### config.mk
export PLATFORM = sky130hd
export DESIGN_NAME = bresenham_line_stepper
export DESIGN_NICKNAME = d
export VERILOG_FILES = /design/src/rtl/bls_pkg.sv /design/src/rtl/bls_front.sv /design/src/rtl/bls_queue.sv /design/src/rtl/bls_back.sv /design/src/rtl/bresenham_line_stepper.sv
export SDC_FILE = /design/constraint.sdc
export NUM_CORES = 1
export LEC_CHECK = 0
export ABC_AREA = 1
export BUFFER_PORTS_ARGS = -buffer_cell sky130_fd_sc_hd__buf_2
export CAP_MARGIN = 20
export CORE_UTILIZATION = 50
export CTS_CLUSTER_SIZE = 12
export DETAILED_ROUTE_END_ITERATION = 12
export HOLD_SLACK_MARGIN = 0.03
export PLACE_DENSITY = 0.68
export SYNTH_ARGS = -nofsm -noshare
export SYNTH_HDL_FRONTEND = slang
export SYNTH_SLANG_ARGS = --single-unit
### constraint.sdc
create_clock -name clk_i -period 13.86 [get_ports clk_i]
set_input_delay 0.693 -clock clk_i [delete_from_list [all_inputs] [get_ports clk_i]]
set_output_delay 0.693 -clock clk_i [all_outputs]
set_load 0.01 [all_outputs]
### src/rtl/bls_pkg.sv
// shared constants and types for the bresenham line stepper
package bls_pkg;

  localparam int unsigned COORD_BITS_DEF = 12;
  localparam int unsigned COLOR_BITS     = 24;
  // command queue depth, kept a power of two so the pointers wrap on their own
  localparam int unsigned QUEUE_DEPTH    = 2;

  typedef enum logic {
    REQ_LOAD = 1'b0,
    REQ_STEP = 1'b1
  } req_e;

endpackage

### src/rtl/bls_front.sv
// front end: accepts requests, classifies them and precomputes line setup
module bls_front #(
  parameter int unsigned COORD_BITS = bls_pkg::COORD_BITS_DEF
) (
  // x_start, y_start, x_end, y_end, line_color, zero fill
  input  logic [((4*COORD_BITS+bls_pkg::COLOR_BITS+7)/8)*8-1:0] s_axis_tdata_i,
  // req_type
  input  logic                                                  s_axis_tuser_i,
  input  logic                                                  s_axis_tvalid_i,
  output logic                                                  s_axis_tready_o,
  input  logic                                                  q_full_i,
  output logic                                                  q_push_o,
  output logic [6*COORD_BITS+bls_pkg::COLOR_BITS+3:0]           q_entry_o
);

  localparam int unsigned C = COORD_BITS;

  logic signed [C-1:0]   xs, ys, xe, ye;
  logic [bls_pkg::COLOR_BITS-1:0] color;
  logic signed [C:0]     diff_x, diff_y;
  logic [C-1:0]          dx, dy;
  logic                  x_down, y_down, same;
  bls_pkg::req_e         req;

  assign xs    = $signed(s_axis_tdata_i[C-1:0]);
  assign ys    = $signed(s_axis_tdata_i[2*C-1:C]);
  assign xe    = $signed(s_axis_tdata_i[3*C-1:2*C]);
  assign ye    = $signed(s_axis_tdata_i[4*C-1:3*C]);
  assign color = s_axis_tdata_i[4*C+bls_pkg::COLOR_BITS-1:4*C];
  assign req   = bls_pkg::req_e'(s_axis_tuser_i);

  assign diff_x = {xe[C-1], xe} - {xs[C-1], xs};
  assign diff_y = {ye[C-1], ye} - {ys[C-1], ys};

  // magnitudes always fit in C unsigned bits
  always_comb begin
    logic signed [C:0] neg_x, neg_y;
    neg_x = -diff_x;
    neg_y = -diff_y;
    dx = diff_x[C] ? neg_x[C-1:0] : diff_x[C-1:0];
    dy = diff_y[C] ? neg_y[C-1:0] : diff_y[C-1:0];
  end

  assign x_down = !(xs < xe);
  assign y_down = !(ys < ye);
  assign same   = (xs == xe) && (ys == ye);

  assign s_axis_tready_o = !q_full_i;
  assign q_push_o        = s_axis_tvalid_i && !q_full_i;
  assign q_entry_o       = {color, same, y_down, x_down, dy, dx,
                            ye, xe, ys, xs, (req == bls_pkg::REQ_STEP)};

endmodule

### src/rtl/bls_queue.sv
// short command queue between the front end and the stepping back end
module bls_queue #(
  parameter int unsigned WIDTH = 8
) (
  input  logic             clk_i,
  input  logic             rst_ni,
  input  logic             push_i,
  input  logic [WIDTH-1:0] push_data_i,
  output logic             full_o,
  input  logic             pop_i,
  output logic             valid_o,
  output logic [WIDTH-1:0] pop_data_o
);

  localparam int unsigned DEPTH = bls_pkg::QUEUE_DEPTH;
  localparam int unsigned PTR_W = (DEPTH > 1) ? $clog2(DEPTH) : 1;
  localparam int unsigned CNT_W = $clog2(DEPTH + 1);

  logic [WIDTH-1:0] mem_q [DEPTH];
  logic [PTR_W-1:0] wptr_q, wptr_d, rptr_q, rptr_d;
  logic [CNT_W-1:0] count_q, count_d;
  logic             do_push, do_pop;

  assign full_o     = (count_q == CNT_W'(DEPTH));
  assign valid_o    = (count_q != '0);
  assign pop_data_o = mem_q[rptr_q];
  assign do_push    = push_i && !full_o;
  assign do_pop     = pop_i && valid_o;

  always_comb begin
    wptr_d  = do_push ? wptr_q + 1'b1 : wptr_q;
    rptr_d  = do_pop  ? rptr_q + 1'b1 : rptr_q;
    count_d = count_q;
    if (do_push && !do_pop) begin
      count_d = count_q + 1'b1;
    end else if (do_pop && !do_push) begin
      count_d = count_q - 1'b1;
    end
  end

  always_ff @(posedge clk_i or negedge rst_ni) begin
    if (!rst_ni) begin
      wptr_q  <= '0;
      rptr_q  <= '0;
      count_q <= '0;
    end else begin
      wptr_q  <= wptr_d;
      rptr_q  <= rptr_d;
      count_q <= count_d;
    end
  end

  always_ff @(posedge clk_i) begin
    if (do_push) begin
      mem_q[wptr_q] <= push_data_i;
    end
  end

endmodule

### src/rtl/bls_back.sv
// back end: holds the active line, runs the error rule and drives the pixel output
module bls_back #(
  parameter int unsigned COORD_BITS = bls_pkg::COORD_BITS_DEF
) (
  input  logic                                                 clk_i,
  input  logic                                                 rst_ni,
  input  logic                                                 q_valid_i,
  input  logic [6*COORD_BITS+bls_pkg::COLOR_BITS+3:0]          q_entry_i,
  output logic                                                 q_pop_o,
  // pixel_x, pixel_y, pixel_color, zero fill
  output logic [((2*COORD_BITS+bls_pkg::COLOR_BITS+7)/8)*8-1:0] m_axis_tdata_o,
  // last_pixel
  output logic                                                 m_axis_tlast_o,
  output logic                                                 m_axis_tvalid_o,
  input  logic                                                 m_axis_tready_i
);

  localparam int unsigned C     = COORD_BITS;
  localparam int unsigned CB    = bls_pkg::COLOR_BITS;
  localparam int unsigned OUT_W = ((2*C+CB+7)/8)*8;

  // queue entry fields
  logic          e_step, e_xdown, e_ydown, e_same;
  logic [C-1:0]  e_xs, e_ys, e_xe, e_ye, e_dx, e_dy;
  logic [CB-1:0] e_color;

  assign e_step  = q_entry_i[0];
  assign e_xs    = q_entry_i[C:1];
  assign e_ys    = q_entry_i[2*C:C+1];
  assign e_xe    = q_entry_i[3*C:2*C+1];
  assign e_ye    = q_entry_i[4*C:3*C+1];
  assign e_dx    = q_entry_i[5*C:4*C+1];
  assign e_dy    = q_entry_i[6*C:5*C+1];
  assign e_xdown = q_entry_i[6*C+1];
  assign e_ydown = q_entry_i[6*C+2];
  assign e_same  = q_entry_i[6*C+3];
  assign e_color = q_entry_i[6*C+CB+3:6*C+4];

  // line state
  logic [C-1:0]          cur_x_q, cur_x_d, cur_y_q, cur_y_d;
  logic [C-1:0]          tgt_x_q, tgt_x_d, tgt_y_q, tgt_y_d;
  logic [C-1:0]          dx_q, dx_d, dy_q, dy_d;
  logic                  xdown_q, xdown_d, ydown_q, ydown_d;
  logic signed [C+1:0]   err_q, err_d;
  logic [CB-1:0]         color_q, color_d;
  logic                  active_q, active_d;

  // output register
  logic                  out_valid_q, out_valid_d;
  logic [C-1:0]          out_x_q, out_x_d, out_y_q, out_y_d;
  logic [CB-1:0]         out_color_q, out_color_d;
  logic                  out_last_q, out_last_d;

  logic                  pop;
  logic signed [C+2:0]   e2, neg_dy, pos_dx, err_sum;
  logic                  x_move, y_move;
  logic [C-1:0]          nx, ny;
  logic                  is_step;

  assign pop     = q_valid_i && (!out_valid_q || m_axis_tready_i);
  assign q_pop_o = pop;
  assign is_step = (bls_pkg::req_e'(e_step) == bls_pkg::REQ_STEP);

  assign e2     = {err_q, 1'b0};
  assign neg_dy = -$signed({3'b000, dy_q});
  assign pos_dx = $signed({3'b000, dx_q});
  assign x_move = (e2 > neg_dy);
  assign y_move = (e2 < pos_dx);
  assign err_sum = $signed({err_q[C+1], err_q})
                   - (x_move ? $signed({3'b000, dy_q}) : '0)
                   + (y_move ? pos_dx : '0);
  assign nx = x_move ? (xdown_q ? cur_x_q - 1'b1 : cur_x_q + 1'b1) : cur_x_q;
  assign ny = y_move ? (ydown_q ? cur_y_q - 1'b1 : cur_y_q + 1'b1) : cur_y_q;

  always_comb begin
    cur_x_d     = cur_x_q;
    cur_y_d     = cur_y_q;
    tgt_x_d     = tgt_x_q;
    tgt_y_d     = tgt_y_q;
    dx_d        = dx_q;
    dy_d        = dy_q;
    xdown_d     = xdown_q;
    ydown_d     = ydown_q;
    err_d       = err_q;
    color_d     = color_q;
    active_d    = active_q;
    out_x_d     = out_x_q;
    out_y_d     = out_y_q;
    out_color_d = out_color_q;
    out_last_d  = out_last_q;
    out_valid_d = out_valid_q && !m_axis_tready_i;
    if (pop) begin
      if (!is_step) begin
        cur_x_d     = e_xs;
        cur_y_d     = e_ys;
        tgt_x_d     = e_xe;
        tgt_y_d     = e_ye;
        dx_d        = e_dx;
        dy_d        = e_dy;
        xdown_d     = e_xdown;
        ydown_d     = e_ydown;
        err_d       = $signed({2'b00, e_dx}) - $signed({2'b00, e_dy});
        color_d     = e_color;
        active_d    = !e_same;
        out_x_d     = e_xe;
        out_y_d     = e_ye;
        out_color_d = e_color;
        out_last_d  = e_same;
        out_valid_d = 1'b1;
      end else if (active_q) begin
        cur_x_d     = nx;
        cur_y_d     = ny;
        err_d       = err_sum[C+1:0];
        out_x_d     = cur_x_q;
        out_y_d     = cur_y_q;
        out_color_d = color_q;
        out_last_d  = (nx == tgt_x_q) && (ny == tgt_y_q);
        active_d    = !out_last_d;
        out_valid_d = 1'b1;
      end else begin
        // step with no line in progress is dropped
        out_valid_d = 1'b0;
      end
    end
  end

  always_ff @(posedge clk_i or negedge rst_ni) begin
    if (!rst_ni) begin
      active_q    <= 1'b0;
      out_valid_q <= 1'b0;
    end else begin
      active_q    <= active_d;
      out_valid_q <= out_valid_d;
    end
  end

  always_ff @(posedge clk_i) begin
    cur_x_q     <= cur_x_d;
    cur_y_q     <= cur_y_d;
    tgt_x_q     <= tgt_x_d;
    tgt_y_q     <= tgt_y_d;
    dx_q        <= dx_d;
    dy_q        <= dy_d;
    xdown_q     <= xdown_d;
    ydown_q     <= ydown_d;
    err_q       <= err_d;
    color_q     <= color_d;
    out_x_q     <= out_x_d;
    out_y_q     <= out_y_d;
    out_color_q <= out_color_d;
    out_last_q  <= out_last_d;
  end

  assign m_axis_tvalid_o = out_valid_q;
  assign m_axis_tlast_o  = out_last_q;
  assign m_axis_tdata_o  = OUT_W'({out_color_q, out_y_q, out_x_q});

endmodule

### src/rtl/bresenham_line_stepper.sv
// bresenham line stepper top level: front end, command queue and stepping back end
//
// input stream carries one request per transaction: tuser = 0 loads a new line
// (start point, end point, color in tdata), tuser = 1 asks for the next pixel.
// a load answers with the end pixel right away, tlast set if start equals end.
// each step answers with the current pixel and moves one step along the line;
// tlast marks the step that reaches the end. a step with no line in progress
// gives no output transaction. a load always replaces the line in progress.
// an accepted request is registered first in the command queue and then in the
// output register, where its result becomes valid.
// throughput: one request per cycle unless the output stalls, set by the single
// error update and position increment in the back end, which run once per queue pop.
// when the receiver stalls, the output register holds its pixel, the back end
// stops popping, and the two-entry queue fills before s_axis_tready_o drops.
// reset empties the queue, clears the output valid and ends any active line.
module bresenham_line_stepper #(
  parameter int unsigned COORD_BITS = bls_pkg::COORD_BITS_DEF
) (
  input  logic clk_i,
  input  logic rst_ni,
  // x_start, y_start, x_end, y_end, line_color, zero fill
  input  logic [((4*COORD_BITS+bls_pkg::COLOR_BITS+7)/8)*8-1:0] s_axis_tdata_i,
  // req_type
  input  logic                                                  s_axis_tuser_i,
  input  logic                                                  s_axis_tvalid_i,
  output logic                                                  s_axis_tready_o,
  // pixel_x, pixel_y, pixel_color, zero fill
  output logic [((2*COORD_BITS+bls_pkg::COLOR_BITS+7)/8)*8-1:0] m_axis_tdata_o,
  // last_pixel
  output logic                                                  m_axis_tlast_o,
  output logic                                                  m_axis_tvalid_o,
  input  logic                                                  m_axis_tready_i
);

  localparam int unsigned ENTRY_W = 6*COORD_BITS + bls_pkg::COLOR_BITS + 4;

  logic               q_full, q_push, q_pop, q_valid;
  logic [ENTRY_W-1:0] q_wdata, q_rdata;

  bls_front #(
    .COORD_BITS (COORD_BITS)
  ) u_front (
    .s_axis_tdata_i  (s_axis_tdata_i),
    .s_axis_tuser_i  (s_axis_tuser_i),
    .s_axis_tvalid_i (s_axis_tvalid_i),
    .s_axis_tready_o (s_axis_tready_o),
    .q_full_i        (q_full),
    .q_push_o        (q_push),
    .q_entry_o       (q_wdata)
  );

  bls_queue #(
    .WIDTH (ENTRY_W)
  ) u_queue (
    .clk_i       (clk_i),
    .rst_ni      (rst_ni),
    .push_i      (q_push),
    .push_data_i (q_wdata),
    .full_o      (q_full),
    .pop_i       (q_pop),
    .valid_o     (q_valid),
    .pop_data_o  (q_rdata)
  );

  bls_back #(
    .COORD_BITS (COORD_BITS)
  ) u_back (
    .clk_i           (clk_i),
    .rst_ni          (rst_ni),
    .q_valid_i       (q_valid),
    .q_entry_i       (q_rdata),
    .q_pop_o         (q_pop),
    .m_axis_tdata_o  (m_axis_tdata_o),
    .m_axis_tlast_o  (m_axis_tlast_o),
    .m_axis_tvalid_o (m_axis_tvalid_o),
    .m_axis_tready_i (m_axis_tready_i)
  );

endmodule
### After elaboration in Yosys (flattened, before gate mapping)

Memories as Yosys holds them, arrays and structs flattened.
Cells that the tools add are included.

* flip-flop bits (word level): 167
* latch bits: 0
* memory bits (writable): 200
* memory bits (read-only): 0
* input bits: 77
* output and inout port bits: 51
* logic and storage cells: 101
* memories kept: 1

* add/sub/neg operators: 16
* multipliers: 0
* divide/modulo/power cells: 0
* magnitude comparators: 4
* equal/unequal tests: 6
* shifts and indexed selects: 0
* multiplexer cells: 31
* bitwise operators: 1
* reductions and logical operators: 23

Memories
* u_queue.mem_q: depth 2, width 100, rd ports 1, clocked after memory_dff 0, write ports 1, RTL line bls_queue.sv:19 `logic [WIDTH-1:0] mem_q [DEPTH];`

Operator list (count)
* 2-to-1 mux 12 bit: 16
* equality test 12 bit: 4
* 2-to-1 mux 24 bit: 2
* subtractor 12 x 12 -> 13 bit: 3
* 2-to-1 mux 14 bit: 2
* adder 12 x 1 -> 12 bit, second input constant: 2
* < comparator 12 bit: 2
* negator 12 bit: 2
* subtractor 12 x 1 -> 12 bit, second input constant: 2
* greater-than comparator 15 bit: 1
* < comparator 15 x 13 -> 1 bit: 1
* negator 12 -> 15 bit: 1
* adder 14 bit: 1
* subtractor 14 x 12 -> 14 bit: 1
* logical AND 1 bit: 9
* logical NOT 1 bit: 9
* 2-to-1 mux 1 bit: 9
* 2-to-1 mux 2 bit: 2
* AND reduction 2 bit: 2
* nonzero test 2 bit: 2
* adder 1 bit, second input constant: 2
* adder 2 x 1 -> 2 bit, second input constant: 1
* equality test 2 bit, second input constant: 1
* inequality test 2 x 1 -> 1 bit, second input constant: 1
* 3 further kinds: 3

### Logic depth before layout (Yosys ltp)

* depth in word-level cells: 8
* depth in mapped cells: 38
* gate-level depth less buffers: 36

### By module

Synthesis repeated with hierarchy kept, for this count alone.

* cell total of the unflattened synthesis: 2300
* area total of the unflattened synthesis: 20851.2 µm²

Modules (own cells, without submodules)
* bls_back: instances 1, cells each 1213, area an instance 10376.2 µm², seq. area each 4884.7 µm²
* bls_queue: instances 1, cells each 554, area an instance 7551.0 µm², seq. area each 6105.9 µm²
* bls_front: instances 1, cells each 533, area an instance 2924.1 µm², seq. area each 0.0 µm²

### Worst setup path after synthesis

No wires, ideal clock.

* path kind: input -> register
* start point: in s_axis_tvalid_i
* end point: mem u_queue.mem_q[1][0] (netlist bit) (enable)
* library setup time: 561 ps
* arrival time: 4966 ps
* required time: 13299 ps
* path slack: 8333 ps
* cell stages on the path: 2
* path buffers: 0
* cell sequence: nand2_1 nor2_1

* word-level cells in the longest chain between the ends: 4

RTL lines
* from (decl): RTL line bresenham_line_stepper.sv:25 `input logic s_axis_tvalid_i,`
* logical AND 1 bit: RTL line bls_front.sv:49 `assign q_push_o = s_axis_tvalid_i && !q_full_i;`
* logical AND 1 bit: RTL line bls_queue.sv:27 `assign do_push = push_i && !full_o;`
* 2-to-1 mux 1 bit: RTL line bls_queue.sv:54 `if (do_push) begin`
* 2-to-1 mux 1 bit (not written as such): RTL line bls_queue.sv:55 `mem_q[wptr_q] <= push_data_i;`
* to (decl): RTL line bls_queue.sv:19

No other way between the ends.

### Worst setup path in the final report

* start point: reg u_back.dy_q[0]
* end point: reg u_back.err_q[12], data pin

* word-level cells in the longest chain between the ends: 7

RTL lines
* from (decl): RTL line bls_back.sv:42 `logic [C-1:0] dx_q, dx_d, dy_q, dy_d;`
* from (signal assigned): RTL line bls_back.sv:143 `dy_q <= dy_d;`
* negator 12 -> 15 bit: RTL line bls_back.sv:65 `assign neg_dy = -$signed({3'b000, dy_q});`
* greater-than comparator 15 bit: RTL line bls_back.sv:67 `assign x_move = (e2 > neg_dy);`
* 2-to-1 mux 12 bit (*): RTL line bls_back.sv:70 `- (x_move ? $signed({3'b000, dy_q}) : '0)`
* subtractor 14 x 12 -> 14 bit (*): RTL line bls_back.sv:70
* adder 14 bit (*): RTL line bls_back.sv:71 `+ (y_move ? pos_dx : '0);`
* 2-to-1 mux 14 bit (*): RTL line bls_back.sv:110 `end else if (active_q) begin`
* 2-to-1 mux 14 bit (*): RTL line bls_back.sv:93 `if (!is_step) begin`
* to (signal assigned): RTL line bls_back.sv:146 `err_q <= err_d;`
* to (decl): RTL line bls_back.sv:44 `logic signed [C+1:0] err_q, err_d;`

Every way passes the cells marked *; elsewhere a longest branch is shown, timed or not. The select of a mux whose other input is x is not followed.
A chain may end at the register's enable or synchronous reset.

==> flow_summary.ini <==
[outcome]
run_status = complete, no violations

[grt]
grt_usage_pct = 23.6
antenna_found_initial = 2
grt_pass1_wl_um = 71200
grt_pass1_vias = 13400
grt_max_degree = 156
gr-total-overflow = 0

[cts]
cts-root-buf = clkbuf_16
cts-resized-gates = 0
cts_tree = built
cts_buffers = 41
clock_sinks = 367
clkTransAtPathRegs_ns = 0.06
max-clock-path-buffers = 3
worstSkewPairLatency_ns = 0.56
htree_levels = 2

[die]
initial_core_util_pct = 51.1
io_pins = 128
chipWidth_um = 199
fp.dieArea_um2 = 39600
die_h_um = 199
std_cell_rows = 71
coreArea_um2 = 37900

[setup_path]
worst_path_max_delay_cell = nand3_2
endpoint_kind = flop
path_max_fanout = 29
start_kind = flop
crit_path_frequent_cell = nand2_1
arrival_ns = 6.79
crit_required_ns = 14.16
critPathMaxStageDelay_ns = 0.57
crit_type = flop to flop

[sta]
tightest_slew_ns = 0.951
setup_viol = 0
fin_worst_skew_ns = 0.0149
slew_violations = 0
max_slew_margin_pct = 35.9
final_hold_viol_count = 0
period_share_pct = 46.8
fin_crit_ns = 6.49
rsz0062_at_grt = false
clock.fmax_ghz = 0.154
tns_ns = 0

[routing]
drtPass1Iterations = 6
drc_errors = 0
initialDrtViolationCount = 1198
wl_per_cell_um = 17.0
wl_um = 45200
via_per_inst = 5.27
ant_nets = 0
vias = 14000

[cells_and_area]
area_growth_pct = 12.4
nets = 2313
final_layout_size_suffix_gt1_share_pct = 10.6
fillers = 3282

[synth]
synth_edf_count = 361
ys_dominant_reg_cell = edfxtp_1
synthCells = 1985
syn-num-nets = 2181
synth_area_um2 = 19400
yosysSeqAreaShare_pct = 56.6
ys_ff_latch = 367
yosys_warnings = 0
synth_top_area_share_pct = 55.9
synth_largest_area_cell = edfxtp_1
avgSynthCellArea_um2 = 9.77
post_synth_num_cell_types = 48
yosys-top-cells-area = edfxtp_1 56%, nand2_1 12%, ha_1 6.6%
async_reset_ff_share_pct = 1.63

[job]
max_cap_violations = 0

[placement]
place_hpwl_um = 31300
io_buffers = 127
gp_congestion = 0.961

[worst_hold_path]
worstHoldPathType = input port to flop
flip-flops by register name, indices dropped and copies added (netlist names), 2 cells and up:
register / cells
u_queue.mem_q: 200
u_back.color_q: 24
u_back.out_color_q: 24
u_back.err_q: 14
u_back.cur_x_q: 12
u_back.cur_y_q: 12
u_back.dx_q: 12
u_back.dy_q: 12
u_back.out_x_q: 12
u_back.out_y_q: 12
u_back.tgt_x_q: 12
u_back.tgt_y_q: 12
u_queue.count_q: 2
placed cells by master (no fill, tap or decap), drive strengths merged, types with 2 or more instances in the layout:
| cell | count |
|---|---|
| nor2 | 112 |
| nand2 | 610 |
| nand4 | 21 |
| a31oi | 51 |
| nand3 | 71 |
| xor2 | 49 |
| nand3b | 19 |
| dfrtp | 6 |
| nor3 | 25 |
| fa | 17 |
| bufinv | 2 |
| inv | 251 |
| buf | 137 |
| o21bai | 8 |
| clkinv | 19 |
| a21o | 4 |
| a21oi | 93 |
| and3 | 2 |
| xnor2 | 18 |
| ha | 102 |
| clkbuf | 51 |
| or2 | 21 |
| nor4 | 3 |
| edfxtp | 361 |
| o21ai | 79 |
| o22ai | 3 |
worst max-delay path: cells and delay by family (launching register included):
| family | cells | cell delay (ns) |
|---|---|---|
| AO/OA/AOI/OAI | 9 | 1.31 |
| AND/OR/NAND/NOR | 15 | 2.75 |
| flip-flops | 1 | 0.40 |
| buffers and inverters | 3 | 0.24 |
| adder cells (fa/ha/maj) | 4 | 1.52 |
per-layer routing:
layer	GRT usage, %	routed length (um)	up-vias
met3	3.53	2730	63
met1	33.2	20600	6572
met4	7.66	1010	0
li1	-	-	6950
met2	37.6	20900	402
met5	0	0	-
cell families (layout without fill, tap and decap cells):
group / count (synthesis) / in the layout / share of synthesized area, %
buf+inv: 302 / 461 / 5.98
fa+ha+maj: 119 / 119 / 8.33
compound gates: 243 / 243 / 6.89
flops: 367 / 367 / 56.6
other cells: 0 / 1 / 0
mux: 1 / 1 / 0.0516
xor+xnor: 67 / 67 / 3.02
simple gates: 886 / 886 / 19.1
layout make-up:
class	count	area (um^2)	area share [%]
diodes	1	2.50	0.0115
clock buffers	51	1060	4.88
clock inverters	19	129	0.591
inverters	253	953	4.37
multi-input cells	1316	7280	33.4
flip-flops and latches	367	11000	50.4
well taps	511	639	2.93
repair buffers	138	733	3.36
cells in the mapped netlist, types with 3 or more instances:
cell type,instances
nor3_1,23
nand3_1,69
nand2_2,9
or2_2,17
o21ai_0,77
edfxtp_1,361
ha_1,102
nand3b_1,18
o22ai_1,3
a21o_1,4
buf_1,7
or2_1,3
a31oi_1,51
xnor2_1,18
dfrtp_1,6
nor2_1,110
a21oi_1,92
xor2_1,49
clkbuf_1,36
fa_1,17
o21bai_1,8
nand4_1,21
nor4_1,3
buf_4,3
nand2_1,600
inv_1,251
through the flow:
step                std cells  hold slack (ns)  worst slack [ns]  utilization, %  area, um^2
floorplan                1985            0.397              8.33               -       19400
global placement         2584            0.486              7.69            54.3       20600
detailed placement       2584            0.502              7.42            54.3       20600
CTS                      2655            0.298              7.42            57.5       21800
global route             2656            0.312              6.81            57.5       21800
finish                   2656            0.330              7.37            57.5       21800
repair_timing:
| item | CTS | global route |
|---|---|---|
| hold buffers | 1 | 0 |
| setup buffers | 0 | 0 |
| hold endpoints to repair | 6 | 0 |
path summary, 6_finish.rpt:
path / startpoint / end / slack, ns / cells after the start
setup / recovery: u_back.dy_q[0] / u_back.err_q[12] / 7.37 / 31
hold / removal: s_axis_tuser_i / u_queue.mem_q[1][0] / 0.33 / 1
setup reg to reg: u_back.dy_q[0] / u_back.err_q[12] / 7.37 / 31
hold reg to reg: u_queue.count_q[0] / u_queue.count_q[0] / 0.51 / 1
max in group asynchronous: rst_ni / u_queue.rptr_q / 13.18 / 2
min in group asynchronous: rst_ni / u_back.m_axis_tvalid_o / 0.51 / 2
Power is left out: the tool's default activity adds up to more than one toggle a clock period on the data nets, which glitch-free logic cannot reach.
